===== src/rtl/omrs_pkg.sv =====
`timescale 1ns / 1ps
// ----------------------------------------------------------------------------
// omrs_pkg
// Shared constants, codes and types for the ordered multiset rank/select unit.
// ----------------------------------------------------------------------------
package omrs_pkg;

    localparam int CAPACITY   = 1024;
    localparam int COUNT_BITS = 16;
    localparam int ADDR_W     = $clog2(CAPACITY);
    localparam int USED_W     = $clog2(CAPACITY + 1);
    localparam int KEY_W      = 32;
    localparam int CMD_W      = 3;
    localparam int ST_W       = 2;

    localparam logic [KEY_W-1:0]      SENTINEL     = 32'h3f3f3f3f;
    localparam logic [KEY_W-1:0]      SENTINEL_NEG = 32'hc0c0c0c1;
    localparam logic [COUNT_BITS-1:0] COUNT_MAX    = {COUNT_BITS{1'b1}};

    typedef logic [CMD_W-1:0] cmd_t;
    localparam cmd_t CMD_INSERT = 3'd0;
    localparam cmd_t CMD_REMOVE = 3'd1;
    localparam cmd_t CMD_RANK   = 3'd2;
    localparam cmd_t CMD_SELECT = 3'd3;
    localparam cmd_t CMD_PRED   = 3'd4;
    localparam cmd_t CMD_SUCC   = 3'd5;

    typedef logic [ST_W-1:0] status_t;
    localparam status_t ST_OK   = 2'd0;
    localparam status_t ST_NONE = 2'd1;
    localparam status_t ST_FULL = 2'd2;

    typedef enum logic [2:0] {
        S_IDLE,
        S_SCAN_RD,
        S_SCAN_EV,
        S_DECIDE,
        S_SH_RD,
        S_SH_WR,
        S_UPDATE,
        S_RESP
    } state_t;

    typedef struct packed {
        logic [ADDR_W-1:0]     raddr;
        logic                  wen_key;
        logic                  wen_cnt;
        logic [ADDR_W-1:0]     waddr;
        logic [KEY_W-1:0]      wkey;
        logic [COUNT_BITS-1:0] wcnt;
    } mem_req_t;

    typedef struct packed {
        logic [KEY_W-1:0]      rkey;
        logic [COUNT_BITS-1:0] rcnt;
    } mem_rsp_t;

endpackage


===== src/rtl/omrs_ctrl.sv =====
`timescale 1ns / 1ps
// ----------------------------------------------------------------------------
// omrs_ctrl
// Command sequencer: scans the sorted table, answers queries, shifts entries.
// ----------------------------------------------------------------------------
module omrs_ctrl (
    input  logic                          clk,
    input  logic                          rst_n,
    input  logic                          in_valid,
    output logic                          in_ready,
    input  omrs_pkg::cmd_t                in_cmd,
    input  logic [omrs_pkg::KEY_W-1:0]    in_operand,
    output logic                          res_valid,
    input  logic                          res_ready,
    output logic [omrs_pkg::KEY_W-1:0]    res_answer,
    output omrs_pkg::status_t             res_status,
    output omrs_pkg::mem_req_t            req,
    input  omrs_pkg::mem_rsp_t            rsp
);
    import omrs_pkg::*;

    state_t                state_reg, state_next;
    logic [USED_W-1:0]     used_reg, used_next;
    logic [COUNT_BITS-1:0] total_reg, total_next;

    cmd_t                  cmd_reg, cmd_next;
    logic [KEY_W-1:0]      x_reg, x_next;
    logic [USED_W-1:0]     idx_reg, idx_next;
    logic [USED_W-1:0]     pos_reg, pos_next;
    logic [COUNT_BITS-1:0] sum_reg, sum_next;
    logic [COUNT_BITS-1:0] seen_reg, seen_next;
    logic [COUNT_BITS-1:0] pcnt_reg, pcnt_next;
    logic                  present_reg, present_next;
    logic [KEY_W-1:0]      pred_reg, pred_next;
    logic                  pred_ok_reg, pred_ok_next;
    logic [KEY_W-1:0]      succ_reg, succ_next;
    logic                  succ_ok_reg, succ_ok_next;
    logic [KEY_W-1:0]      sel_reg, sel_next;
    logic                  sel_ok_reg, sel_ok_next;
    logic [KEY_W-1:0]      ans_reg, ans_next;
    status_t               st_reg, st_next;

    logic [COUNT_BITS:0]   seen_sum;

    always_ff @(posedge clk or negedge rst_n)
    begin
        if (!rst_n)
        begin
            state_reg <= S_IDLE;
            used_reg  <= '0;
            total_reg <= '0;
        end
        else
        begin
            state_reg <= state_next;
            used_reg  <= used_next;
            total_reg <= total_next;
        end
    end

    always_ff @(posedge clk)
    begin
        cmd_reg     <= cmd_next;
        x_reg       <= x_next;
        idx_reg     <= idx_next;
        pos_reg     <= pos_next;
        sum_reg     <= sum_next;
        seen_reg    <= seen_next;
        pcnt_reg    <= pcnt_next;
        present_reg <= present_next;
        pred_reg    <= pred_next;
        pred_ok_reg <= pred_ok_next;
        succ_reg    <= succ_next;
        succ_ok_reg <= succ_ok_next;
        sel_reg     <= sel_next;
        sel_ok_reg  <= sel_ok_next;
        ans_reg     <= ans_next;
        st_reg      <= st_next;
    end

    assign seen_sum = {1'b0, seen_reg} + {1'b0, rsp.rcnt};

    always_comb
    begin
        state_next   = state_reg;
        used_next    = used_reg;
        total_next   = total_reg;
        cmd_next     = cmd_reg;
        x_next       = x_reg;
        idx_next     = idx_reg;
        pos_next     = pos_reg;
        sum_next     = sum_reg;
        seen_next    = seen_reg;
        pcnt_next    = pcnt_reg;
        present_next = present_reg;
        pred_next    = pred_reg;
        pred_ok_next = pred_ok_reg;
        succ_next    = succ_reg;
        succ_ok_next = succ_ok_reg;
        sel_next     = sel_reg;
        sel_ok_next  = sel_ok_reg;
        ans_next     = ans_reg;
        st_next      = st_reg;
        in_ready     = 1'b0;
        res_valid    = 1'b0;
        req.raddr    = idx_reg[ADDR_W-1:0];
        req.wen_key  = 1'b0;
        req.wen_cnt  = 1'b0;
        req.waddr    = idx_reg[ADDR_W-1:0];
        req.wkey     = rsp.rkey;
        req.wcnt     = rsp.rcnt;

        unique case (state_reg)
            S_IDLE:
            begin
                in_ready = 1'b1;
                if (in_valid)
                begin
                    cmd_next     = in_cmd;
                    x_next       = in_operand;
                    idx_next     = '0;
                    pos_next     = '0;
                    sum_next     = '0;
                    seen_next    = '0;
                    pcnt_next    = '0;
                    present_next = 1'b0;
                    pred_ok_next = 1'b0;
                    succ_ok_next = 1'b0;
                    sel_ok_next  = 1'b0;
                    ans_next     = '0;
                    st_next      = ST_OK;
                    state_next   = S_SCAN_RD;
                end
            end
            S_SCAN_RD:
            begin
                if (idx_reg == used_reg)
                begin
                    state_next = S_DECIDE;
                end
                else
                begin
                    state_next = S_SCAN_EV;
                end
            end
            S_SCAN_EV:
            begin
                if ($signed(rsp.rkey) < $signed(x_reg))
                begin
                    sum_next     = sum_reg + rsp.rcnt;
                    pred_next    = rsp.rkey;
                    pred_ok_next = 1'b1;
                    pos_next     = idx_reg + 1'b1;
                end
                if (rsp.rkey == x_reg)
                begin
                    present_next = 1'b1;
                    pcnt_next    = rsp.rcnt;
                end
                if ($signed(rsp.rkey) > $signed(x_reg) && !succ_ok_reg)
                begin
                    succ_next    = rsp.rkey;
                    succ_ok_next = 1'b1;
                end
                if (!sel_ok_reg && seen_sum >= x_reg[COUNT_BITS:0])
                begin
                    sel_next    = rsp.rkey;
                    sel_ok_next = 1'b1;
                end
                seen_next  = seen_sum[COUNT_BITS-1:0];
                idx_next   = idx_reg + 1'b1;
                state_next = S_SCAN_RD;
            end
            S_DECIDE:
            begin
                state_next = S_RESP;
                case (cmd_reg)
                    CMD_INSERT:
                    begin
                        if (total_reg == COUNT_MAX ||
                            (!present_reg && used_reg == USED_W'(CAPACITY)))
                        begin
                            st_next = ST_FULL;
                        end
                        else if (present_reg)
                        begin
                            state_next = S_UPDATE;
                        end
                        else
                        begin
                            idx_next   = used_reg;
                            state_next = S_SH_RD;
                        end
                    end
                    CMD_REMOVE:
                    begin
                        if (present_reg)
                        begin
                            if (pcnt_reg > COUNT_BITS'(1))
                            begin
                                state_next = S_UPDATE;
                            end
                            else
                            begin
                                idx_next   = pos_reg;
                                state_next = S_SH_RD;
                            end
                        end
                    end
                    CMD_RANK:
                    begin
                        ans_next = KEY_W'(sum_reg + COUNT_BITS'(present_reg));
                    end
                    CMD_SELECT:
                    begin
                        if ($signed(x_reg) < $signed(KEY_W'(1)) ||
                            x_reg > KEY_W'(total_reg))
                        begin
                            ans_next = SENTINEL;
                            st_next  = ST_NONE;
                        end
                        else
                        begin
                            ans_next = sel_reg;
                        end
                    end
                    CMD_PRED:
                    begin
                        if (pred_ok_reg)
                        begin
                            ans_next = pred_reg;
                        end
                        else
                        begin
                            ans_next = SENTINEL_NEG;
                            st_next  = ST_NONE;
                        end
                    end
                    CMD_SUCC:
                    begin
                        if (succ_ok_reg)
                        begin
                            ans_next = succ_reg;
                        end
                        else
                        begin
                            ans_next = SENTINEL;
                            st_next  = ST_NONE;
                        end
                    end
                    default:
                    begin
                        ans_next = '0;
                    end
                endcase
            end
            S_SH_RD:
            begin
                if (cmd_reg == CMD_INSERT)
                begin
                    req.raddr = ADDR_W'(idx_reg - 1'b1);
                    if (idx_reg == pos_reg)
                    begin
                        state_next = S_UPDATE;
                    end
                    else
                    begin
                        state_next = S_SH_WR;
                    end
                end
                else
                begin
                    req.raddr = ADDR_W'(idx_reg + 1'b1);
                    if (idx_reg + 1'b1 >= used_reg)
                    begin
                        state_next = S_UPDATE;
                    end
                    else
                    begin
                        state_next = S_SH_WR;
                    end
                end
            end
            S_SH_WR:
            begin
                req.wen_key = 1'b1;
                req.wen_cnt = 1'b1;
                if (cmd_reg == CMD_INSERT)
                begin
                    idx_next = idx_reg - 1'b1;
                end
                else
                begin
                    idx_next = idx_reg + 1'b1;
                end
                state_next = S_SH_RD;
            end
            S_UPDATE:
            begin
                req.waddr  = pos_reg[ADDR_W-1:0];
                state_next = S_RESP;
                if (cmd_reg == CMD_INSERT)
                begin
                    total_next  = total_reg + 1'b1;
                    req.wen_cnt = 1'b1;
                    if (present_reg)
                    begin
                        req.wcnt = pcnt_reg + 1'b1;
                    end
                    else
                    begin
                        req.wen_key = 1'b1;
                        req.wkey    = x_reg;
                        req.wcnt    = COUNT_BITS'(1);
                        used_next   = used_reg + 1'b1;
                    end
                end
                else
                begin
                    total_next = total_reg - 1'b1;
                    if (pcnt_reg > COUNT_BITS'(1))
                    begin
                        req.wen_cnt = 1'b1;
                        req.wcnt    = pcnt_reg - 1'b1;
                    end
                    else
                    begin
                        used_next = used_reg - 1'b1;
                    end
                end
            end
            S_RESP:
            begin
                res_valid = 1'b1;
                if (res_ready)
                begin
                    state_next = S_IDLE;
                end
            end
            default:
            begin
                state_next = S_IDLE;
            end
        endcase
    end

    assign res_answer = ans_reg;
    assign res_status = st_reg;

    a_used_bound: assert property (@(posedge clk) disable iff (!rst_n)
        used_reg <= USED_W'(CAPACITY))
        else $error("distinct count beyond capacity");

    a_total_covers_used: assert property (@(posedge clk) disable iff (!rst_n)
        KEY_W'(used_reg) <= KEY_W'(total_reg))
        else $error("fewer elements than distinct keys");

    a_used_step: assert property (@(posedge clk) disable iff (!rst_n)
        (used_reg != $past(used_reg)) |->
            (used_reg == $past(used_reg) + 1'b1 || used_reg + 1'b1 == $past(used_reg)))
        else $error("distinct count jumped");

    a_update_only_ok: assert property (@(posedge clk) disable iff (!rst_n)
        (state_reg == S_SH_WR) |-> (cmd_reg == CMD_INSERT || cmd_reg == CMD_REMOVE))
        else $error("shift on a query command");

endmodule


===== config.mk =====
export PLATFORM = sky130hd
export DESIGN_NAME = omrs_ctrl
export DESIGN_NICKNAME = d
export VERILOG_FILES = /design/src/rtl/omrs_pkg.sv /design/src/rtl/omrs_ctrl.sv
export SDC_FILE = /design/constraint.sdc
export NUM_CORES = 1
export LEC_CHECK = 0
export ABC_AREA = 1
export BUFFER_PORTS_ARGS = -buffer_cell sky130_fd_sc_hd__buf_4
export CORE_ASPECT_RATIO = 0.5
export CORE_UTILIZATION = 28
export DETAILED_ROUTE_END_ITERATION = 6
export GPL_ROUTABILITY_DRIVEN = 0
export HOLD_SLACK_MARGIN = 0.1
export SYNTH_ARGS = -nofsm -noshare
export SYNTH_HDL_FRONTEND = slang
export SYNTH_SLANG_ARGS = --single-unit

===== constraint.sdc =====
create_clock -name clk -period 4.3 [get_ports clk]
set_clock_uncertainty 0.15 [all_clocks]
set_input_delay 0.215 -clock clk [delete_from_list [all_inputs] [get_ports clk]]
set_output_delay 0.215 -clock clk [all_outputs]
set_load 0.02 [all_outputs]

==> reports/qor.txt, run 1 <==
Status = complete, but fails checks
Violated checks = design-rule violations
Delay-heaviest family, CP = simple AND/OR/NAND/NOR gates
Synth area leader = edfxtp_1
Initial antenna violation count = 0
Share of layout cells above drive strength 1 = 0.1554
Unrepaired setup endpoints after global routing = no
Largest net degree at the start of global routing = 58
DR WL/cell = 18.28 um
Postcts setup bufs = 0
Post-CTS Hold Buffers = 88
CTS resizes = 0
IO Port Bufs = 192
Commonest non-fill, non-tap cell in the layout = nand2_1
Final max-slew violation count = 0
Fmax = 267.4 MHz
Top cell by count, worst path = nand2_1
Die Area = 65320 um2
Max-cap viol count = 0
Total power = 0.01363 W
Maximum vdd drop = 0.3210 mV
Root Driver = clkbuf_16
Most frequent cells in the layout = 418 x nand2_1, 239 x edfxtp_1, 235 x inv_1, 211 x buf_4, 196 x nor2_1
Fraction of registers with async set or reset after synthesis = 0.1115
Max-slew headroom = 0.3254
WP data required = 4.42 ns
Final worst path period share = 0.8698
FILL cells = 6410
Yosys Warn Count = 0
Post-synth EDFFs = 239
Synth-to-Final Area Change = 23.32%
Pwr per Cell Area = 614.3 nW/um2
Non-filler instance count after layout = 3218
Worst-path cell chain = ha_1 > fa_1 > nand3_1 > nand2_1 > nand2_1 > nand2_1 > nand2_1 > o21ai_0 > nand3_1 > nand3b_1 > nand2_1 > inv_1 > ha_1 > nand4_1 > nor4_1 > nand2_1 > nand4_1 > nand3_1 > inv_1 > buf_12
Mean Syn Cell Area = 8.640 um2
CP Launch Type = flop
Crit. End Element = flop
Post-route DRC = 6
Synth Net Count = 2310
Detailed router's first-iteration violation count = 1319
Min Tclk post-route = 3.740 ns
Slew @ Worst Pin = 1.010 ns
CTS tree = built
Die Span Y = 181.2 um
Area of the core = 63270 um2
Max FO, Critical Path = 32
CTS sink cnt = 269
Buf/Inv on CP = 3
H-tree depth = 1
ANT cells = 0
TritonCTS Buffers = 28
Final-report setup violation count = 0
Number of distinct library cells after synthesis = 59
Setup TNS = 0 ns
DR vias = 15890
Inst Count DP = 3078
Initial core utilization = 0.2843
Cells after Synth = 2082
Width of the die = 360.5 um
Largest cells by area after synthesis = edfxtp_1 40%, ha_1 9.5%, nand2_1 8.7%
Final WL = 58.83 mm
Global-route wire length before repair = 89.83 mm
Cells on worst reg2reg path = 20
Row count = 65
Clock Tree Buf Depth = 3
Hold path cells = 2
IO Pins = 193
Vias per inst = 4.938
Worst path slowest cell = fa_1
Cell Area, Synth = 17990 um2
Fin nets = 2587
Arr. time, crit path = 3.86 ns
Hold Path Class = input pin to flop
Slowest stage delay, CP = 0.41 ns
Endpoints failing hold = 0
GRT Overall Usage = 0.1754
Setup CP Type = flop to flop
Sequential area share after synthesis = 0.4407
Grt total ovfl = 0
Dominant synthesized flop cell = edfxtp_1
Leak Pwr = 9.587 nW
Drt first pass iters = 7
Clk_lat worst skew = 0.58 ns
Flop and latch count out of synthesis = 269
Vias in the first global route = 15510
ANT nets after route = 0
DP HPWL = 44.12 mm
Synth top area share = 0.3990
Clock-pin slew on the worst setup and hold paths = 0.07 ns
Levels on crit path = 20
[worst register-to-register path, delay by kind of cell, from the launching register on]
family	cells	cell delay, ns
AOI/OAI and AO/OA	1	0.12
adders and majority gates	3	0.93
and+or+nand+nor	13	1.47
DFF	1	0.36
buffers and inverters	3	0.39
[routing by layer]
layer / global-route usage / up-vias / share of wire
met3: 0.01484 / 129 / 0.052
met5: 0 / - / 0
met2: 0.3050 / 536 / 0.49
li1: - / 7706 / -
met4: 0.08034 / 0 / 0.048
met1: 0.2216 / 7519 / 0.41
[cell type report]
class | instances | area, um2 | share of cell area
multi-input cells | 1501 | 8760 | 0.3949
well taps | 837 | 1047 | 0.04721
repair buffers | 302 | 2535 | 0.1143
clock inverters | 14 | 151.4 | 0.006825
flip-flops and latches | 269 | 7928 | 0.3574
inverters | 257 | 974.7 | 0.04394
clock buffers | 38 | 788.3 | 0.03553
[synth_stat cells (10+ instances only)]
library cell    n
o21ai_2        41
xor2_1         43
inv_1         235
xnor2_1        17
nand3_1       100
nor3_1         36
inv_2          16
buf_2          22
o21ai_1        17
dfrtp_1        30
edfxtp_1      239
o21bai_1       11
o21ai_0       117
clkbuf_1       12
a21oi_1       172
nand2_1       418
nand4_1        48
nand3b_1       38
ha_1          137
buf_6          10
nor2_1        197
[through the flow]
step	area [um2]	utilization	hold WS, ns	setup WS (ns)
2_1_floorplan	17990	-	-0.2306	0.3838
3_3_place_gp	20350	0.3217	0.03558	0.6771
3_5_place_dp	20350	0.3217	0.04084	0.6410
4_1_cts	22180	0.3506	0.1787	0.5761
5_1_grt	22180	0.3506	0.1897	0.3315
6_report	22180	0.3506	0.1979	0.5598
[logic make-up (layout without fill, tap and decap cells)]
logic type,Yosys count,after routing,share of synthesized area
AOI/OAI and AO/OA,410,410,0.1330
DFF,269,269,0.4407
adders and majority gates,141,141,0.09974
and+or+nand+nor,890,890,0.2243
buffers and inverters,312,611,0.07303
xor gates and xnor gates,60,60,0.02921
[final timing paths]
check / startpoint / end / slack (ns)
setup / recovery: seen_reg[0] / sel_reg[20] / 0.56
hold / removal: in_operand[14] / x_reg[14] / 0.20
setup reg to reg: seen_reg[0] / sel_reg[20] / 0.56
hold reg to reg: used_reg[4] / used_reg[4] / 0.38
max in group asynchronous: rst_n / used_reg[0] / 3.27
min in group asynchronous: rst_n / total_reg[5] / 0.53
[power by group]
group	internal, W	switching [W]	leakage (nW)
clock network	0.00141	0.00112	0.466
logic	0.00239	0.00437	6.54
registers	0.00370	0.000639	2.58
No activity file was read; power rests on OpenSTA's default activity.
==> run 2, diff against run 1 <==
--- a/config.mk
+++ b/config.mk
@@ -8,6 +8,7 @@
 export ABC_AREA = 1
 export BUFFER_PORTS_ARGS = -buffer_cell sky130_fd_sc_hd__buf_4
 export CORE_ASPECT_RATIO = 0.5
+export CORE_MARGIN = 2
 export CORE_UTILIZATION = 28
 export DETAILED_ROUTE_END_ITERATION = 6
 export GPL_ROUTABILITY_DRIVEN = 0
==> constraint.sdc (replaced) <==
create_clock -name clk -period 3.6 [get_ports clk]
set_clock_uncertainty 0.15 [all_clocks]
set_input_delay 0.18 -clock clk [delete_from_list [all_inputs] [get_ports clk]]
set_output_delay 0.18 -clock clk [all_outputs]
set_load 0.02 [all_outputs]
==> run 2 against run 1 <==
Effect of this change: the flow finishes with violations (negative setup slack); final cell count increased by 1.8%; hold slack got worse by 0.039 ns; fmax increased by 1.8%; critical path depth decreased by 3; die area increased by 1.7%; combinational power increased by 30%; final area increased by 3.7%; first-iteration DRC count increased by 4.6%; core utilization increased by 1.3 points; global-route usage decreased by 0.45 points; critical path type unchanged; critical endpoint is now sel_reg[22]; largest cell class unchanged.
==> reports/qor.txt, run 2 (synthesis results as in run 1) <==
Area of the core = 63270 um2
Endpoints failing hold = 0
IO Pins = 193
Setup TNS = -1.139 ns
Final WL = 59.13 mm
Clk_lat worst skew = 0.59 ns
Final worst path period share = 1.021
Vias per inst = 4.906
GRT Overall Usage = 0.1709
Top cell by count, worst path = nand4_1
Largest net degree at the start of global routing = 51
Maximum vdd drop = 0.3469 mV
Vias in the first global route = 15250
Met3 routed WL = 3.113 mm
Slew @ Worst Pin = 0.8086 ns
Status = complete, but fails checks
Detailed router's first-iteration violation count = 1380
Setup CP Type = flop to flop
Unrepaired setup endpoints after global routing = yes
Max-cap viol count = 0
Met1 wire length = 23.96 mm
ANT nets after route = 0
Hold Path Class = input pin to flop
Global-route wire length before repair = 87.69 mm
Inst Count DP = 3104
CTS sink cnt = 269
Leak Pwr = 9.912 nW
Worst-path cell chain = ha_1 > a21oi_4 > nand2_2 > nand3_2 > nand4_1 > a21oi_2 > xor2_1 > inv_1 > ha_1 > nand4_1 > nor4_2 > nand2_1 > nand4_1 > nand3_2 > clkinvlp_4 > buf_6 > clkbuf_16
Total power = 0.01717 W
FILL cells = 6381
Die Span Y = 183.2 um
H-tree depth = 1
Violated checks = negative setup slack
Drt first pass iters = 6
Initial core utilization = 0.2843
Die Area = 66410 um2
DR WL met2 = 29.32 mm
Slowest stage delay, CP = 0.43 ns
CP Launch Type = flop
Worst path slowest cell = edfxtp_1
IO Port Bufs = 192
Fin worst setup slack = -0.07535 ns
Fin nets = 2643
DP HPWL = 44.62 mm
Crit. End Element = flop
Synth-to-Final Area Change = 27.89%
Max-slew headroom = 0.4589
Width of the die = 362.5 um
Row count = 65
DR WL/cell = 18.06 um
Final-report setup violation count = 27
Commonest non-fill, non-tap cell in the layout = nand2_1
Clock-pin slew on the worst setup and hold paths = 0.07 ns
Pwr per Cell Area = 746.5 nW/um2
ANT cells = 0
WP data required = 3.76 ns
Share of layout cells above drive strength 1 = 0.1907
Initial antenna violation count = 1
Clock Tree Buf Depth = 3
Max FO, Critical Path = 4
DR vias = 16070
Post-route DRC = 0
Min Tclk post-route = 3.675 ns
Non-filler instance count after layout = 3275
Most frequent cells in the layout = 409 x nand2_1, 257 x buf_4, 239 x edfxtp_1, 233 x inv_1, 194 x nor2_1
Final max-slew violation count = 0
CTS tree = built
Grt total ovfl = 0
Arr. time, crit path = 3.84 ns
TritonCTS Buffers = 29
Root Driver = clkbuf_16
Fmax = 272.1 MHz
Top Metal Used = met4
run 2: cell count changes in the layout (fill, tap and decap cells not counted), sizes merged:
cell         previous run  this run
buf                   215       267
bufinv                  2         6
clkbuf                 38        36
clkinv                 14        15
clkinvlp                1         2
dlygate4sd3            87        88
run 2: repair_timing:
item | CTS | global route
hold endpoints to repair | 195 | 0
gates cloned | 1 | 2
hold buffers | 89 | 0
pin swaps | 4 | 22
setup endpoints to repair | 33 | 33
setup buffers | 12 | 14
gates resized for setup | 10 | 44
run 2: final cells by class:
| cell class | count | area (um2) | share of cell area |
|---|---|---|---|
| Tap cell | 837 | 1047 | 0.04552 |
| Inverter | 257 | 978.4 | 0.04253 |
| Clock buffer | 34 | 744.5 | 0.03236 |
| Sequential cell | 269 | 7928 | 0.3446 |
| Multi-Input combinational cell | 1501 | 9001 | 0.3913 |
| Clock inverter | 20 | 266.5 | 0.01158 |
| Timing Repair Buffer | 357 | 3040 | 0.1322 |
run 2: worst max-delay path: cells and delay by family, from the launching register on:
kind	cells	cell delay, ns
flops	1	0.43
buf+inv	4	0.56
simple gates	8	1.10
compound gates	2	0.36
fa+ha+maj	2	0.57
xor+xnor	1	0.22
run 2: final timing paths:
path	from	to	slack, ns	cells past startpoint
setup / recovery	seen_reg[1]	sel_reg[22]	-0.08	17
hold / removal	in_operand[24]	x_reg[24]	0.16	2
setup reg to reg	seen_reg[1]	sel_reg[22]	-0.08	17
hold reg to reg	used_reg[4]	used_reg[4]	0.38	2
max in group asynchronous	rst_n	used_reg[3]	2.63	4
min in group asynchronous	rst_n	total_reg[5]	0.48	4
run 2: report_power, final:
group	total (W)	internal, W	leakage, nW	switching (W)
clock	0.00324	0.00191	0.496	0.00133
combinational	0.00880	0.00337	6.84	0.00543
sequential	0.00513	0.00442	2.58	0.000712
run 2: through the flow:
step | utilization | hold WS, ns | worst slack (ns) | cell area, um2
after floorplan | - | -0.2656 | 0.06817 | 17990
after CTS | 0.3578 | 0.1349 | -0.02141 | 22640
final | 0.3636 | 0.1586 | -0.07535 | 23010
after global routing | 0.3636 | 0.1546 | -0.2602 | 23010
after detailed placement | 0.3248 | 0.0009983 | -0.1275 | 20550
after global placement | 0.3248 | -0.0001715 | -0.05040 | 20550
run 2: layer usage:
layer,track usage,vias to the layer above
li1,-,7820
met1,0.2092,7594
met2,0.3059,527
met3,0.01725,127
met4,0.07469,0
met5,0,-
